[src/rtl/brtc_pkg.sv]
package brtc_pkg;

  typedef enum logic [2:0] {
    REQ_TICK     = 3'd0,
    REQ_WR_START = 3'd1,
    REQ_RD_START = 3'd2,
    REQ_WR_BYTE  = 3'd3,
    REQ_RD_BYTE  = 3'd4
  } req_e;

  // Register map
  localparam logic [7:0] ADDR_SEC     = 8'h00;
  localparam logic [7:0] ADDR_MIN     = 8'h01;
  localparam logic [7:0] ADDR_HOUR    = 8'h02;
  localparam logic [7:0] ADDR_WDAY    = 8'h03;
  localparam logic [7:0] ADDR_DAY     = 8'h04;
  localparam logic [7:0] ADDR_MONTH   = 8'h05;
  localparam logic [7:0] ADDR_YEAR    = 8'h06;
  localparam logic [7:0] ADDR_CTRL    = 8'h0e;
  localparam logic [7:0] ADDR_STATUS  = 8'h0f;
  localparam logic [7:0] ADDR_TEMP    = 8'h11;

  localparam logic [7:0] CTRL_VALUE   = 8'h1c;
  localparam logic [7:0] TEMP_VALUE   = 8'd25;
  localparam logic [7:0] CENTURY_BIT  = 8'h80;

  localparam logic [15:0] YEAR_BASE    = 16'd2000;
  localparam logic [15:0] CENTURY_YEAR = 16'd2100;

  // Reset values
  localparam logic [15:0] RST_YEAR    = 16'd2026;
  localparam logic [6:0]  RST_YEAR_LO = 7'd26;
  localparam logic [7:0]  RST_MONTH   = 8'd7;
  localparam logic [7:0]  RST_DAY     = 8'd22;
  localparam logic [7:0]  RST_HOUR    = 8'd12;
  localparam logic [7:0]  RST_WDAY    = 8'd4;
  localparam logic [7:0]  RST_STATUS  = 8'h80;

  typedef struct packed {
    logic       go;
    logic [2:0] req_type;
    logic [7:0] data_byte;
  } cmd_t;

  // v + 6*(v/10), v/10 via multiply by 205 and shift by 11 (exact for 8 bits)
  function automatic logic [7:0] to_bcd(input logic [7:0] v);
    logic [15:0] p;
    logic [4:0]  q;
    p = {8'd0, v} * 16'd205;
    q = p[15:11];
    return v + 8'({3'd0, q} * 8'd6);
  endfunction

  function automatic logic [7:0] from_bcd(input logic [7:0] v);
    return v - 8'({4'd0, v[7:4]} * 8'd6);
  endfunction

  // (v mod 7) + 1, v/7 via multiply by 293 and shift by 11
  function automatic logic [7:0] wday_next(input logic [7:0] v);
    logic [16:0] p;
    logic [5:0]  q;
    p = {9'd0, v} * 17'd293;
    q = p[16:11];
    return v - 8'({2'd0, q} * 8'd7) + 8'd1;
  endfunction

  function automatic logic [7:0] days_in(input logic [7:0] m, input logic leap);
    logic [7:0] n;
    case (m)
      8'd2:  n = leap ? 8'd29 : 8'd28;
      8'd4:  n = 8'd30;
      8'd6:  n = 8'd30;
      8'd9:  n = 8'd30;
      8'd11: n = 8'd30;
      default: n = 8'd31;
    endcase
    return n;
  endfunction

endpackage

[src/rtl/brtc_req_if.sv]
interface brtc_req_if;
  logic       valid;
  logic       ready;
  logic [2:0] req_type;
  logic [7:0] data_byte;

  modport source (output valid, output req_type, output data_byte, input ready);
  modport sink (input valid, input req_type, input data_byte, output ready);
endinterface

[src/rtl/brtc_rsp_if.sv]
interface brtc_rsp_if;
  logic       valid;
  logic       ready;
  logic [7:0] read_data;

  modport source (output valid, output read_data, input ready);
  modport sink (input valid, input read_data, output ready);
endinterface

[src/rtl/brtc_regs.sv]
module brtc_regs (
  input  logic              clk_i,
  input  logic              rst_ni,
  input  brtc_pkg::cmd_t    cmd_i,
  output logic [7:0]        rd_data_o
);

  logic [7:0]  ptr_q, ptr_d;
  logic        expect_q, expect_d;
  logic [15:0] year_q, year_d;
  logic [6:0]  year_lo_q, year_lo_d;   // year mod 100, tracked alongside the year
  logic [7:0]  month_q, month_d;
  logic [7:0]  day_q, day_d;
  logic [7:0]  hour_q, hour_d;
  logic [7:0]  min_q, min_d;
  logic [7:0]  sec_q, sec_d;
  logic [7:0]  wday_q, wday_d;
  logic [7:0]  status_q, status_d;

  logic [7:0]  sec_inc, min_inc, hour_inc, day_inc, month_inc;
  logic        c_sec, c_min, c_hour, c_day, c_month;
  logic        leap;
  logic [7:0]  wr_val;
  logic [7:0]  year_u;
  logic [7:0]  rd_val;

  assign leap = (year_q[1:0] == 2'd0 && year_lo_q != 7'd0) ||
                (year_lo_q == 7'd0 && year_q[3:0] == 4'd0);

  assign sec_inc   = sec_q + 8'd1;
  assign min_inc   = min_q + 8'd1;
  assign hour_inc  = hour_q + 8'd1;
  assign day_inc   = day_q + 8'd1;
  assign month_inc = month_q + 8'd1;

  assign c_sec   = sec_inc >= 8'd60;
  assign c_min   = c_sec && (min_inc >= 8'd60);
  assign c_hour  = c_min && (hour_inc >= 8'd24);
  assign c_day   = c_hour && (day_inc > brtc_pkg::days_in(month_q, leap));
  assign c_month = c_day && (month_inc > 8'd12);

  assign year_u = brtc_pkg::from_bcd(cmd_i.data_byte);

  always_comb begin
    case (ptr_q)
      brtc_pkg::ADDR_SEC:    rd_val = brtc_pkg::to_bcd(sec_q);
      brtc_pkg::ADDR_MIN:    rd_val = brtc_pkg::to_bcd(min_q);
      brtc_pkg::ADDR_HOUR:   rd_val = brtc_pkg::to_bcd(hour_q);
      brtc_pkg::ADDR_WDAY:   rd_val = wday_q;
      brtc_pkg::ADDR_DAY:    rd_val = brtc_pkg::to_bcd(day_q);
      brtc_pkg::ADDR_MONTH:  rd_val = brtc_pkg::to_bcd(month_q) |
                               ((year_q >= brtc_pkg::CENTURY_YEAR) ?
                                brtc_pkg::CENTURY_BIT : 8'h00);
      brtc_pkg::ADDR_YEAR:   rd_val = brtc_pkg::to_bcd({1'b0, year_lo_q});
      brtc_pkg::ADDR_CTRL:   rd_val = brtc_pkg::CTRL_VALUE;
      brtc_pkg::ADDR_STATUS: rd_val = status_q;
      brtc_pkg::ADDR_TEMP:   rd_val = brtc_pkg::TEMP_VALUE;
      default:               rd_val = 8'h00;
    endcase
  end

  always_comb begin
    ptr_d     = ptr_q;
    expect_d  = expect_q;
    year_d    = year_q;
    year_lo_d = year_lo_q;
    month_d   = month_q;
    day_d     = day_q;
    hour_d    = hour_q;
    min_d     = min_q;
    sec_d     = sec_q;
    wday_d    = wday_q;
    status_d  = status_q;
    wr_val    = cmd_i.data_byte;
    rd_data_o = 8'h00;

    if (cmd_i.go) begin
      case (cmd_i.req_type)
        brtc_pkg::REQ_TICK: begin
          sec_d = c_sec ? 8'd0 : sec_inc;
          if (c_sec) min_d = c_min ? 8'd0 : min_inc;
          if (c_min) hour_d = c_hour ? 8'd0 : hour_inc;
          if (c_hour) begin
            wday_d = brtc_pkg::wday_next(wday_q);
            day_d  = c_day ? 8'd1 : day_inc;
          end
          if (c_day) month_d = c_month ? 8'd1 : month_inc;
          if (c_month) begin
            year_d = year_q + 16'd1;
            // keep the mod-100 shadow consistent with the 16-bit wrap
            if (year_q == 16'hffff || year_lo_q == 7'd99) year_lo_d = 7'd0;
            else year_lo_d = year_lo_q + 7'd1;
          end
        end
        brtc_pkg::REQ_WR_START: expect_d = 1'b1;
        brtc_pkg::REQ_WR_BYTE: begin
          if (expect_q) begin
            ptr_d    = cmd_i.data_byte;
            expect_d = 1'b0;
          end else begin
            ptr_d = ptr_q + 8'd1;
            case (ptr_q)
              brtc_pkg::ADDR_SEC:    sec_d = brtc_pkg::from_bcd(wr_val & 8'h7f);
              brtc_pkg::ADDR_MIN:    min_d = brtc_pkg::from_bcd(wr_val & 8'h7f);
              brtc_pkg::ADDR_HOUR:   hour_d = brtc_pkg::from_bcd(wr_val & 8'h3f);
              brtc_pkg::ADDR_WDAY:   wday_d = (wr_val == 8'd0) ? 8'd1 : wr_val;
              brtc_pkg::ADDR_DAY:    day_d = brtc_pkg::from_bcd(wr_val & 8'h3f);
              brtc_pkg::ADDR_MONTH:  month_d = brtc_pkg::from_bcd(wr_val & 8'h1f);
              brtc_pkg::ADDR_YEAR: begin
                year_d    = brtc_pkg::YEAR_BASE + {8'd0, year_u};
                year_lo_d = (year_u >= 8'd100) ? 7'(year_u - 8'd100) : year_u[6:0];
              end
              brtc_pkg::ADDR_STATUS: status_d = wr_val;
              default: ;
            endcase
          end
        end
        brtc_pkg::REQ_RD_BYTE: begin
          rd_data_o = rd_val;
          ptr_d     = ptr_q + 8'd1;
        end
        default: ;
      endcase
    end
  end

  always_ff @(posedge clk_i or negedge rst_ni) begin
    if (!rst_ni) begin
      ptr_q     <= 8'd0;
      expect_q  <= 1'b0;
      year_q    <= brtc_pkg::RST_YEAR;
      year_lo_q <= brtc_pkg::RST_YEAR_LO;
      month_q   <= brtc_pkg::RST_MONTH;
      day_q     <= brtc_pkg::RST_DAY;
      hour_q    <= brtc_pkg::RST_HOUR;
      min_q     <= 8'd0;
      sec_q     <= 8'd0;
      wday_q    <= brtc_pkg::RST_WDAY;
      status_q  <= brtc_pkg::RST_STATUS;
    end else begin
      ptr_q     <= ptr_d;
      expect_q  <= expect_d;
      year_q    <= year_d;
      year_lo_q <= year_lo_d;
      month_q   <= month_d;
      day_q     <= day_d;
      hour_q    <= hour_d;
      min_q     <= min_d;
      sec_q     <= sec_d;
      wday_q    <= wday_d;
      status_q  <= status_d;
    end
  end

endmodule

[src/rtl/bcd_rtc_calendar_registers_top.sv]
// A result is held in the output register, or parked in the skid entry while the
// output is stalled. Throughput: one request per cycle while input ready is high;
// a two-entry output buffer (output register plus skid) keeps the input open while
// one result waits. Input ready drops only while both entries are full.
// Reset (async, active low): time 12:00:00, 2026-07-22, weekday 4, status 0x80,
// register pointer 0, pointer capture disarmed, output buffer empty.
module bcd_rtc_calendar_registers_top (
  input  logic          clk_i,
  input  logic          rst_ni,
  brtc_req_if.sink      req_i,
  brtc_rsp_if.source    rsp_o
);

  brtc_pkg::cmd_t cmd;
  logic [7:0]     rd_data;
  logic           accept;
  logic           out_fire;

  logic           out_vld_q, out_vld_d;
  logic [7:0]     out_data_q, out_data_d;
  logic           skid_vld_q, skid_vld_d;
  logic [7:0]     skid_data_q, skid_data_d;

  assign req_i.ready = !skid_vld_q;
  assign accept      = req_i.valid && req_i.ready;
  assign out_fire    = out_vld_q && rsp_o.ready;

  assign cmd.go        = accept;
  assign cmd.req_type  = req_i.req_type;
  assign cmd.data_byte = req_i.data_byte;

  brtc_regs u_regs (
    .clk_i     (clk_i),
    .rst_ni    (rst_ni),
    .cmd_i     (cmd),
    .rd_data_o (rd_data)
  );

  always_comb begin
    out_vld_d   = out_vld_q;
    out_data_d  = out_data_q;
    skid_vld_d  = skid_vld_q;
    skid_data_d = skid_data_q;
    if (out_fire || !out_vld_q) begin
      if (skid_vld_q) begin
        // drain the skid entry first
        out_vld_d  = 1'b1;
        out_data_d = skid_data_q;
        skid_vld_d = 1'b0;
      end else begin
        out_vld_d  = accept;
        out_data_d = rd_data;
      end
    end else if (accept) begin
      // output stalled: park the new result
      skid_vld_d  = 1'b1;
      skid_data_d = rd_data;
    end
  end

  always_ff @(posedge clk_i or negedge rst_ni) begin
    if (!rst_ni) begin
      out_vld_q  <= 1'b0;
      skid_vld_q <= 1'b0;
    end else begin
      out_vld_q  <= out_vld_d;
      skid_vld_q <= skid_vld_d;
    end
  end

  always_ff @(posedge clk_i) begin
    out_data_q  <= out_data_d;
    skid_data_q <= skid_data_d;
  end

  assign rsp_o.valid     = out_vld_q;
  assign rsp_o.read_data = out_data_q;

  a_skid_needs_out : assert property (@(posedge clk_i) disable iff (!rst_ni)
    skid_vld_q |-> out_vld_q)
    else $error("skid entry held with empty output register");

  a_stall_parks : assert property (@(posedge clk_i) disable iff (!rst_ni)
    (accept && out_vld_q && !rsp_o.ready) |=> skid_vld_q)
    else $error("result accepted during stall was not parked");

  a_skid_drains : assert property (@(posedge clk_i) disable iff (!rst_ni)
    (skid_vld_q && rsp_o.ready) |=> (!skid_vld_q && out_vld_q &&
                                     out_data_q == $past(skid_data_q)))
    else $error("skid entry not moved to output");

  a_accept_gives_result : assert property (@(posedge clk_i) disable iff (!rst_ni)
    accept |=> out_vld_q)
    else $error("accepted transaction produced no result");

endmodule

[src/flat_wrapper.sv]
// flat-port wrapper written by rule: the top's interface ports become plain ports
module bcd_rtc_calendar_registers_top_flat 
  (clk_i, rst_ni, req_i_valid, req_i_req_type, req_i_data_byte, req_i_ready, rsp_o_valid, rsp_o_read_data, rsp_o_ready);
  brtc_req_if req_i_i ();
  brtc_rsp_if rsp_o_i ();
  input  logic clk_i;
  input  logic rst_ni;
  input wire logic [$bits(req_i_i.valid)-1:0] req_i_valid;
  input wire logic [$bits(req_i_i.req_type)-1:0] req_i_req_type;
  input wire logic [$bits(req_i_i.data_byte)-1:0] req_i_data_byte;
  output wire logic [$bits(req_i_i.ready)-1:0] req_i_ready;
  output wire logic [$bits(rsp_o_i.valid)-1:0] rsp_o_valid;
  output wire logic [$bits(rsp_o_i.read_data)-1:0] rsp_o_read_data;
  input wire logic [$bits(rsp_o_i.ready)-1:0] rsp_o_ready;
  assign req_i_i.valid = req_i_valid;
  assign req_i_i.req_type = req_i_req_type;
  assign req_i_i.data_byte = req_i_data_byte;
  assign req_i_ready = req_i_i.ready;
  assign rsp_o_valid = rsp_o_i.valid;
  assign rsp_o_read_data = rsp_o_i.read_data;
  assign rsp_o_i.ready = rsp_o_ready;
  bcd_rtc_calendar_registers_top u_core (.clk_i(clk_i), .rst_ni(rst_ni), .req_i(req_i_i), .rsp_o(rsp_o_i));
endmodule
[config.mk]
export PLATFORM = sky130hd
export DESIGN_NAME = bcd_rtc_calendar_registers_top_flat
export DESIGN_NICKNAME = d
export VERILOG_FILES = /design/src/rtl/brtc_pkg.sv /design/src/rtl/brtc_req_if.sv /design/src/rtl/brtc_rsp_if.sv /design/src/rtl/brtc_regs.sv /design/src/rtl/bcd_rtc_calendar_registers_top.sv /design/src/flat_wrapper.sv
export SDC_FILE = /design/constraint.sdc
export NUM_CORES = 1
export LEC_CHECK = 0
export BUFFER_PORTS_ARGS = -buffer_cell sky130_fd_sc_hd__buf_2
export CELL_PAD_IN_SITES_DETAIL_PLACEMENT = 1
export CELL_PAD_IN_SITES_GLOBAL_PLACEMENT = 1
export CORE_ASPECT_RATIO = 1.5
export CORE_MARGIN = 2
export CORE_UTILIZATION = 45
export DETAILED_ROUTE_END_ITERATION = 6
export PLACE_DENSITY_LB_ADDON = 0.1
export SYNTH_ARGS = -nofsm -noshare
export SYNTH_HDL_FRONTEND = slang
export SYNTH_HIERARCHICAL = 1
export SYNTH_SLANG_ARGS = --single-unit
[constraint.sdc]
create_clock -name clk_i -period 11.65 [get_ports clk_i]
set_input_delay 3.495 -clock clk_i [delete_from_list [all_inputs] [get_ports clk_i]]
set_output_delay 3.495 -clock clk_i [all_outputs]
set_load 0.1 [all_outputs]
Word level (Yosys, flattened, before mapping):

Index checks and enable logic that the tools add are counted.

* muxes and demuxes: 52
* equality and inequality tests: 32
* bitwise gates (word level): 3
* multiply operators: 18
* add/sub/neg operators: 22
* order comparisons: 7
* reductions and logical operators: 36

Operators by type and width (number)
* 2-to-1 mux 8 bit: 28
* case mux 8 bit (2 select lines): 7
* multiplier 8 x 8 -> 16 bit (second input constant): 5
* case mux 8 bit (10 select lines): 1
* adder 8 x 1 -> 8 bit (second input constant): 7
* 2-to-1 mux 16 bit: 3
* adder 8 bit: 5
* equality test 8 x 3 -> 1 bit (second input constant): 5
* multiplier 5 x 2 -> 7 bit (second input constant): 5
* 2-to-1 mux 7 bit: 5
* equality test 8 x 4 -> 1 bit (second input constant): 4
* case mux 16 bit (2 select lines): 1
* AND reduction 5 bit: 6
* != test 2 bit (second input constant): 13
* equality test 8 x 2 -> 1 bit (second input constant): 3
* multiplier 8 x 9 -> 17 bit (second input constant): 1
* adder 16 x 1 -> 16 bit (second input constant): 1
* equality test 16 bit (second input constant): 1
* greater-or-equal comparator 16 x 12 -> 1 bit (second input constant): 1
* greater-or-equal comparator 8 x 6 -> 1 bit (second input constant): 2
* logical NOT 8 bit: 2
* multiplier 7 x 8 -> 15 bit (second input constant): 1
* case mux 7 bit (2 select lines): 1
* adder 11 x 8 -> 12 bit (first input constant): 1
* other kinds (40): 61

* output and inout port bits: 10
* word-level logic and storage cells: 185
* bits in registers: 106

Longest topological paths before layout:

Gate-level depths: netlist of run 1.

* depth in word-level cells: 11
* mapped depth: 30

By module:

The synthesis of run 1 kept the hierarchy.

By module, submodules not included
* brtc_regs: times used 1, cells each 1881, area each 16404.5 um2, sequential area each 2228.4 um2
* bcd_rtc_calendar_registers_top: times used 1, cells each 34, area each 696.9 um2, sequential area each 530.5 um2

Worst setup path before layout of run 1:

Ideal clock, no wire load.

* path kind: input port to flip-flop
* from: input port req_i_data_byte[6]
* to: register u_core.u_regs.year_lo_q[5]
* library setup time: 0.125 ns
* setup slack: 5.023 ns
* stages on the path: 16
* arrival: 6.502 ns
* path through: clkbuf_1 > inv_1 > ha_1 > a21o_1 > a21oi_1 > xnor2_1 > ha_1 > a211oi_1 > a21oi_1 > ha_1 > a21o_1 > a21boi_1 > mux2i_1 > nor2_1 > a311oi_1 > o21ai_1

* word-level cells in the longest chain between the ends: 7

RTL lines
* start: declaration: RTL line flat_wrapper.sv:10 `input wire logic [$bits(req_i_i.data_byte)-1:0] req_i_data_byte;`
* multiplier 4 x 2 -> 6 bit: RTL line brtc_pkg.sv:55 `return v - 8'({4'd0, v[7:4]} * 8'd6);`
* subtractor 8 x 7 -> 8 bit (*): RTL line brtc_pkg.sv:55
* subtractor 7 bit or greater-or-equal comparator 8 x 7 -> 1 bit (tied branches): RTL line brtc_regs.sv:111 `year_lo_d = (year_u >= 8'd100) ? 7'(year_u - 8'd100) : year_u[6:0];`
* 2-to-1 mux 7 bit (*): RTL line brtc_regs.sv:111
* 2-to-1 mux 7 bit (*): RTL line brtc_regs.sv:102 `case (ptr_q)`
* 2-to-1 mux 7 bit (*): RTL line brtc_regs.sv:97 `if (expect_q) begin`
* case mux 7 bit (2 select lines) (*): RTL line brtc_regs.sv:78 `case (cmd_i.req_type)`
* end signal: assignment: RTL line brtc_regs.sv:132 `year_lo_q <= brtc_pkg::RST_YEAR_LO;`
* end signal: assignment: RTL line brtc_regs.sv:144 `year_lo_q <= year_lo_d;`
* end: declaration: RTL line brtc_regs.sv:11 `logic [6:0] year_lo_q, year_lo_d;`

Mark *: on every way between the ends. The rest lies on a longest branch, timed or not. The select of a mux whose other input is x is not followed.
A chain may end at the register's enable or synchronous reset.

Worst setup path after layout of run 1:

* from: register u_core.u_regs.month_q[0]
* to: register u_core.out_data_q[5] (netlist: u_core/rsp_o.read_data[5]) (data pin)

* word-level cells in the longest chain between the ends: 8

RTL lines
* start: declaration: RTL line brtc_regs.sv:12 `logic [7:0] month_q, month_d;`
* start signal: assignment: RTL line brtc_regs.sv:133 `month_q <= brtc_pkg::RST_MONTH;`
* start signal: assignment: RTL line brtc_regs.sv:145 `month_q <= month_d;`
* multiplier 8 x 8 -> 16 bit: RTL line brtc_pkg.sv:49 `p = {8'd0, v} * 16'd205;`
* multiplier 5 x 2 -> 7 bit: RTL line brtc_pkg.sv:51 `return v + 8'({3'd0, q} * 8'd6);`
* adder 8 bit (*): RTL line brtc_pkg.sv:51
* OR 8 bit (*): RTL line brtc_regs.sv:51 `brtc_pkg::ADDR_MONTH: rd_val = brtc_pkg::to_bcd(month_q) |`
* case mux 8 bit (10 select lines) (*): RTL line brtc_regs.sv:45 `case (ptr_q)`
* 2-to-1 mux 8 bit (*): RTL line brtc_regs.sv:78
* 2-to-1 mux 8 bit (*): RTL line brtc_regs.sv:77 `if (cmd_i.go) begin`
* named net u_core.rd_data[5]: RTL line bcd_rtc_calendar_registers_top.sv:15 `logic [7:0] rd_data;`
* 2-to-1 mux 8 bit (*): RTL line bcd_rtc_calendar_registers_top.sv:45 `if (skid_vld_q) begin`
* end signal: assignment: RTL line bcd_rtc_calendar_registers_top.sv:72 `out_data_q <= out_data_d;`
* end: declaration: RTL line bcd_rtc_calendar_registers_top.sv:20 `logic [7:0] out_data_q, out_data_d;`

The timed path passes the listed nets; every way through them passes the cells marked *.

==> impl_metrics.env, run 1 <==
export IMPL_fmax_mhz=135.1
export IMPL_final_max_slew_viol_count=0
export IMPL_max_slew_margin=0.2828
export IMPL_cts_tree="yes"
export IMPL_htreeDepth=3
export IMPL_finalSetupTns_ns=0
export IMPL_antenna_found_initial=0
export IMPL_yosysSeqAreaShare=0.1613
export IMPL_power_leakage_uw=0.009656
export IMPL_cts_hold_buf=0
export IMPL_outcome="finished, final reports clean"
export IMPL_crit_path_frequent_cell="ha_1"
export IMPL_postCtsResizedCells=0
export IMPL_clockBufferDepth=2
export IMPL_synth_main_ff_cell="dfrtp_1"
export IMPL_synth_seq_cells=106
export IMPL_cp_max_fo=11
export IMPL_pwr_density_cell_nw_per_um2=270.5
export IMPL_grt_pass1_vias=14950
export IMPL_num_nets_final=2445
export IMPL_hold_path_depth=2
export IMPL_diodes=0
export IMPL_crit_required_ns=11.78
export IMPL_critical_path_class="reg -> reg"
export IMPL_postSynth_asyncResetShare=0.8491
export IMPL_fin_skew_ns=0.01200
export IMPL_first_pass_iters=5
export IMPL_layout_min_cycle_time_ns=7.403
export IMPL_fill_cells=4462
export IMPL_numCtsBuffers=9
export IMPL_die_w_um=163.2
export IMPL_place_gp_congestion=0.8516
export IMPL_overflow=0
export IMPL_core_area_um2=37550
export IMPL_finalSetupViolations=0
export IMPL_cp_end_kind="flip-flop"
export IMPL_tightest_slew_ns=1.068
export IMPL_clk_pin_slew_ns=0.08
export IMPL_dp_hpwl_um=39460
export IMPL_clock_latency_ns=0.38
export IMPL_synth_largest_area_cell="ha_1"
export IMPL_post_cts_buffers=0
export IMPL_routed_wl_um=47370
export IMPL_synth_edf_count=16
export IMPL_startpoint_type="flip-flop"
export IMPL_ys_types=77
export IMPL_cp_slowest_cell="dfstp_2"
export IMPL_area_growth_pct=5.465
export IMPL_cap_violations=0
export IMPL_numPortBuffers=24
export IMPL_finalPower_uw=4878
export IMPL_via_count=13750
export IMPL_synth_area_per_cell_um2=8.930
export IMPL_ir_worst_vdd_uv=334.8
export IMPL_cts_root_buffer="clkbuf_16"
export IMPL_die_y_um=242.8
export IMPL_ys_warn_count=6
export IMPL_grt_first_pass_wirelength_um=77740
export IMPL_ff2ff_path_depth=26
export IMPL_initial_utilization=0.4554
export IMPL_routed_via_density=5.687
export IMPL_die_area_um2=39610
export IMPL_pin_count=25
export IMPL_post_drt_wl_per_cell_um=19.59
export IMPL_timing_final_crit_share=0.6355
export IMPL_syn_nets=2436
export IMPL_antenna_left=0
export IMPL_syn_cell_area_um2=17100
export IMPL_drc_errors=0
export IMPL_clock_sinks=106
export IMPL_rows=87
export IMPL_drive_above_1_share=0.05391
export IMPL_synth_top_area_frac=0.3044
export IMPL_crit_arrival_ns=7.54
export IMPL_holdCritPathClass="reg -> reg"
export IMPL_netlist_instances=1915
export IMPL_synth_area_top_cells="ha_1 (30%), fa_1 (11%), dfrtp_1 (10%)"
export IMPL_hold_viol_final=0
export IMPL_track_usage=0.2488
export IMPL_rsz0062_at_grt="false"
export IMPL_slowest_delay_ns=0.71
export IMPL_grt_max_degree=68
export IMPL_detail_route_iter0_violations=659
-- logic make-up after synthesis --
group | after synthesis | synth area share
fa+ha+maj | 506 | 0.4097
mux | 19 | 0.01390
simple gates | 358 | 0.1021
compound gates | 447 | 0.1657
buf+inv | 340 | 0.07602
flops | 106 | 0.1613
xor+xnor | 139 | 0.07119
-- cell usage in the layout (no fill, tap or decap), types with 37 or more instances in the layout --
cell type	count
o21ai_0	96
nor2_1	95
nand2_1	96
fa_1	90
ha_1	416
dfrtp_1	69
a21o_1	51
nor3_1	37
inv_1	308
a21oi_1	119
xnor2_1	101
xor2_1	38
-- path summary, 6_finish.rpt --
| path | slack (ns) | endpoint | startpoint |
|---|---|---|---|
| max | 4.25 | u_core/rsp_o.read_data[5] | u_core/u_regs/month_q[0] |
| min | 0.51 | u_core/u_regs/year_q[1] | u_core/u_regs/year_q[1] |
| max reg2reg | 4.25 | u_core/rsp_o.read_data[5] | u_core/u_regs/month_q[0] |
| min reg2reg | 0.51 | u_core/u_regs/year_q[1] | u_core/u_regs/year_q[1] |
| max in group asynchronous | 7.36 | u_core/u_regs/sec_q[5] | rst_ni |
| min in group asynchronous | 3.02 | u_core/u_regs/year_q[4] | rst_ni |
-- critical path: cells and delay by family (launching register included) --
kind / cells / cell delay, ns
compound gates: 5 / 1.49
fa+ha+maj: 7 / 2.65
flops: 1 / 0.71
mux: 1 / 0.31
buf+inv: 4 / 0.32
xor+xnor: 3 / 0.56
simple gates: 6 / 1.07
-- layout make-up --
type                            count  area [µm²]  share of cell area
Inverter                          308        1156             0.06410
Timing Repair Buffer               30       167.7            0.009296
Sequential cell                   106        2759              0.1530
Clock inverter                      5       43.79            0.002428
Multi-Input combinational cell   1469       13050              0.7233
Tap cell                          489       611.8             0.03392
Clock buffer                       11       252.7             0.01401
-- where the power goes --
group / internal (µW) / switching [µW] / total (µW)
Combinational: 1690 / 2260 / 3940
Clock: 160 / 161 / 320
Sequential: 444 / 170 / 613
-- sequential cells by signal, summed over array words and instances (netlist names), 7 cells and up --
register,cells
u_core/u_regs/ptr_q,8
u_core/u_regs/sec_q,8
u_core/u_regs/status_q,8
u_core/u_regs/year_lo_q,7
u_core/u_regs/wday_q,8
u_core/skid_data_q,8
u_core/rsp_o.read_data,8
u_core/u_regs/year_q,16
u_core/u_regs/min_q,8
u_core/u_regs/day_q,8
u_core/u_regs/month_q,8
u_core/u_regs/hour_q,8
-- per-stage QoR --
step | cells | cell area, µm² | utilization | setup WS [ns] | hold WS (ns)
finish | 2418 | 18040 | 0.4803 | 4.247 | 0.5085
global route | 2418 | 18040 | 0.4803 | 3.856 | 0.5422
CTS | 2418 | 18040 | 0.4803 | 4.285 | 0.5113
detailed placement | 2402 | 17740 | 0.4724 | 4.324 | 0.4907
global placement | 2402 | 17740 | 0.4724 | 4.530 | 0.4758
floorplan | 1915 | 17100 | - | 5.023 | 0.4498
-- synth_stat cells, types with 19 or more instances --
library cell and number:
nor3_1 37, dfstp_2 21, nor2_1 95, inv_1 308
fa_1 90, xor2_1 38, nand2_1 97, a21oi_1 119
dfrtp_1 69, ha_1 416, nand3_1 35, a21o_1 51
o21ai_0 96, xnor2_1 101, a31oi_1 29, clkbuf_1 19
o21ai_1 22
-- per-layer routing --
metal  track usage  share of wire
met1        0.2901           0.41
met2        0.4517           0.52
met3       0.03093          0.026
met4        0.1059          0.045
met5             0              0
(Power assumes the default switching activity.)
==> run 2: changes to the inputs <==
==> constraint.sdc (replaced) <==
create_clock -name clk_i -period 6.1 [get_ports clk_i]
set_input_delay 1.83 -clock clk_i [delete_from_list [all_inputs] [get_ports clk_i]]
set_output_delay 1.83 -clock clk_i [all_outputs]
set_load 0.1 [all_outputs]
==> run 2 against run 1 <==
The flow now finishes with violations (setup timing). Setup slack got worse by 4.5 ns. Critical path depth increased by 1. Via count increased by 8.5%. Wire length increased by 15%. Utilization increased by 7.8 points. Largest cell class unchanged. Highest routed layer unchanged.
==> impl_metrics.env, run 2 (same netlist as run 1, synthesis figures left out) <==
export IMPL_antenna_left=0
export IMPL_die_y_um=242.8
export IMPL_fill_cells=4356
export IMPL_pwr_density_cell_nw_per_um2=640.2
export IMPL_final_cells=2656
export IMPL_regArea_um2=2768
export IMPL_overflow=0
export IMPL_drc_errors=0
export IMPL_fmax_mhz=157.2
export IMPL_rsz0062_at_grt="true"
export IMPL_antenna_found_initial=0
export IMPL_power_leakage_uw=0.01103
export IMPL_cts_root_buffer="clkbuf_16"
export IMPL_fin_skew_ns=0.01055
export IMPL_setup_ws_ns=-0.2627
export IMPL_routed_wl_um=54470
export IMPL_hold_viol_final=0
export IMPL_finalSetupViolations=7
export IMPL_dp_hpwl_um=43210
export IMPL_initial_utilization=0.4554
export IMPL_pin_count=25
export IMPL_grt_pass1_vias=16350
export IMPL_place_gp_congestion=0.9119
export IMPL_violations="setup timing"
export IMPL_track_usage=0.2744
export IMPL_multiInputGateArea_um2=14110
export IMPL_cts_tree="yes"
export IMPL_critical_path_class="reg -> reg"
export IMPL_area_growth_pct=22.66
export IMPL_tightest_slew_ns=1.202
export IMPL_startpoint_type="flip-flop"
export IMPL_cp_end_kind="flip-flop"
export IMPL_num_nets_final=2683
export IMPL_crit_required_ns=6.32
export IMPL_routed_via_density=5.619
export IMPL_dp_cells=2611
export IMPL_grt_first_pass_wirelength_um=85310
export IMPL_final_cell_area_um2=20980
export IMPL_timing_final_crit_share=1.043
export IMPL_detail_route_iter0_violations=557
export IMPL_layout_commonest_cell="ha_1"
export IMPL_crit_arrival_ns=6.59
export IMPL_outcome="finished with violations"
export IMPL_layout_min_cycle_time_ns=6.363
export IMPL_cap_violations=0
export IMPL_numCtsBuffers=9
export IMPL_largest_register_ffs=16
export IMPL_clock_latency_ns=0.39
export IMPL_drive_above_1_share=0.2386
export IMPL_ir_worst_vdd_uv=872.7
export IMPL_first_pass_iters=5
export IMPL_final_cell_mix="ha_1 (375), inv_1 (279), buf_4 (231), nand2_1 (95), nor2_1 (91)"
export IMPL_clock_sinks=106
export IMPL_numPortBuffers=24
export IMPL_cp_max_fo=3
export IMPL_holdCritPathClass="reg -> reg"
export IMPL_clockBufferDepth=2
export IMPL_dpl_cell_area_um2=19460
export IMPL_rows=87
export IMPL_largest_register="u_core/u_regs/year_q"
export IMPL_final_max_slew_viol_count=0
export IMPL_die_area_um2=39610
export IMPL_finalSetupTns_ns=-1.094
export IMPL_via_count=14930
export IMPL_grt_max_degree=66
export IMPL_htreeDepth=3
export IMPL_max_slew_margin=0.1931
export IMPL_post_drt_wl_per_cell_um=20.51
export IMPL_diodes=0
export IMPL_clk_pin_slew_ns=0.08
export IMPL_core_area_um2=37550
export IMPL_die_w_um=163.2
run 2: cell types whose count changed in the layout (fill, tap and decap cells not counted), sizes merged:
cell and change:
buf +238, bufinv +2, clkbuf -1, clkinv -1
run 2: timing repair:
item / CTS / global route
setup endpoints to repair: 12 / 14
resized for setup: 117 / 86
hold buffers: 0 / 0
pin swaps: 114 / 95
buffers inserted: 19 / 13
run 2: cell type report:
type | count | share of cell area
Clock buffer | 10 | 0.01092
Clock inverter | 6 | 0.004175
Inverter | 308 | 0.05523
Multi-Input combinational cell | 1469 | 0.6729
Sequential cell | 106 | 0.1319
Tap cell | 489 | 0.02917
Timing Repair Buffer | 268 | 0.09568
run 2: critical path: stages, from the launching register on:
cell and delay (ns):
dfrtp_2 0.44, ha_4 0.16, fa_1 0.50, inv_2 0.06, fa_1 0.54, inv_2 0.05
ha_4 0.17, ha_4 0.22, a21o_1 0.19, a21oi_2 0.15, o21ai_2 0.08, a21oi_2 0.17
nor2b_1 0.08, o21a_1 0.20, o21a_1 0.19, or2_4 0.24, fa_1 0.49, fa_1 0.53
ha_4 0.32, ha_4 0.19, a21o_1 0.15, a21o_1 0.20, a21o_1 0.21, a21oi_2 0.19
xnor2_2 0.15, nor2_1 0.07, a31oi_1 0.17, o21ai_1 0.08
run 2: where the power goes:
group          total [µW]  switching, µW  leakage (µW)  internal (µW)
Clock                 676            314      0.000155            362
Sequential           1040            190       0.00126            853
Combinational       11700           5980       0.00962           5730
Total               13400           6480        0.0110           6950
run 2: metal layers:
layer,GRT usage,up-vias,share of wire
met5,0,-,0
met4,0.09578,0,0.034
met3,0.03008,92,0.024
met2,0.5215,238,0.55
met1,0.3110,7483,0.39
li1,-,7112,-
run 2: worst paths after layout:
kind	startpoint	end	slack (ns)	depth (start not counted)
max	u_core/u_regs/wday_q[5]	u_core/u_regs/wday_q[7]	-0.26	27
min	u_core/u_regs/status_q[1]	u_core/u_regs/status_q[1]	0.49	2
max reg2reg	u_core/u_regs/wday_q[5]	u_core/u_regs/wday_q[7]	-0.26	27
min reg2reg	u_core/u_regs/status_q[1]	u_core/u_regs/status_q[1]	0.49	2
max in group asynchronous	rst_ni	u_core/u_regs/wday_q[2]	3.55	2
min in group asynchronous	rst_ni	u_core/u_regs/wday_q[5]	1.57	1
run 2: through the flow:
stage	total power (µW)	setup slack [ns]	hold WS [ns]	util
after global placement	9895	-0.5772	0.4662	0.5182
after detailed placement	10270	-0.6810	0.4766	0.5182
after floorplan	6780	0.009265	0.4498	-
final	13430	-0.2627	0.4932	0.5586
after global routing	14790	-0.5087	0.5144	0.5586
after CTS	12010	-0.1920	0.4918	0.5453
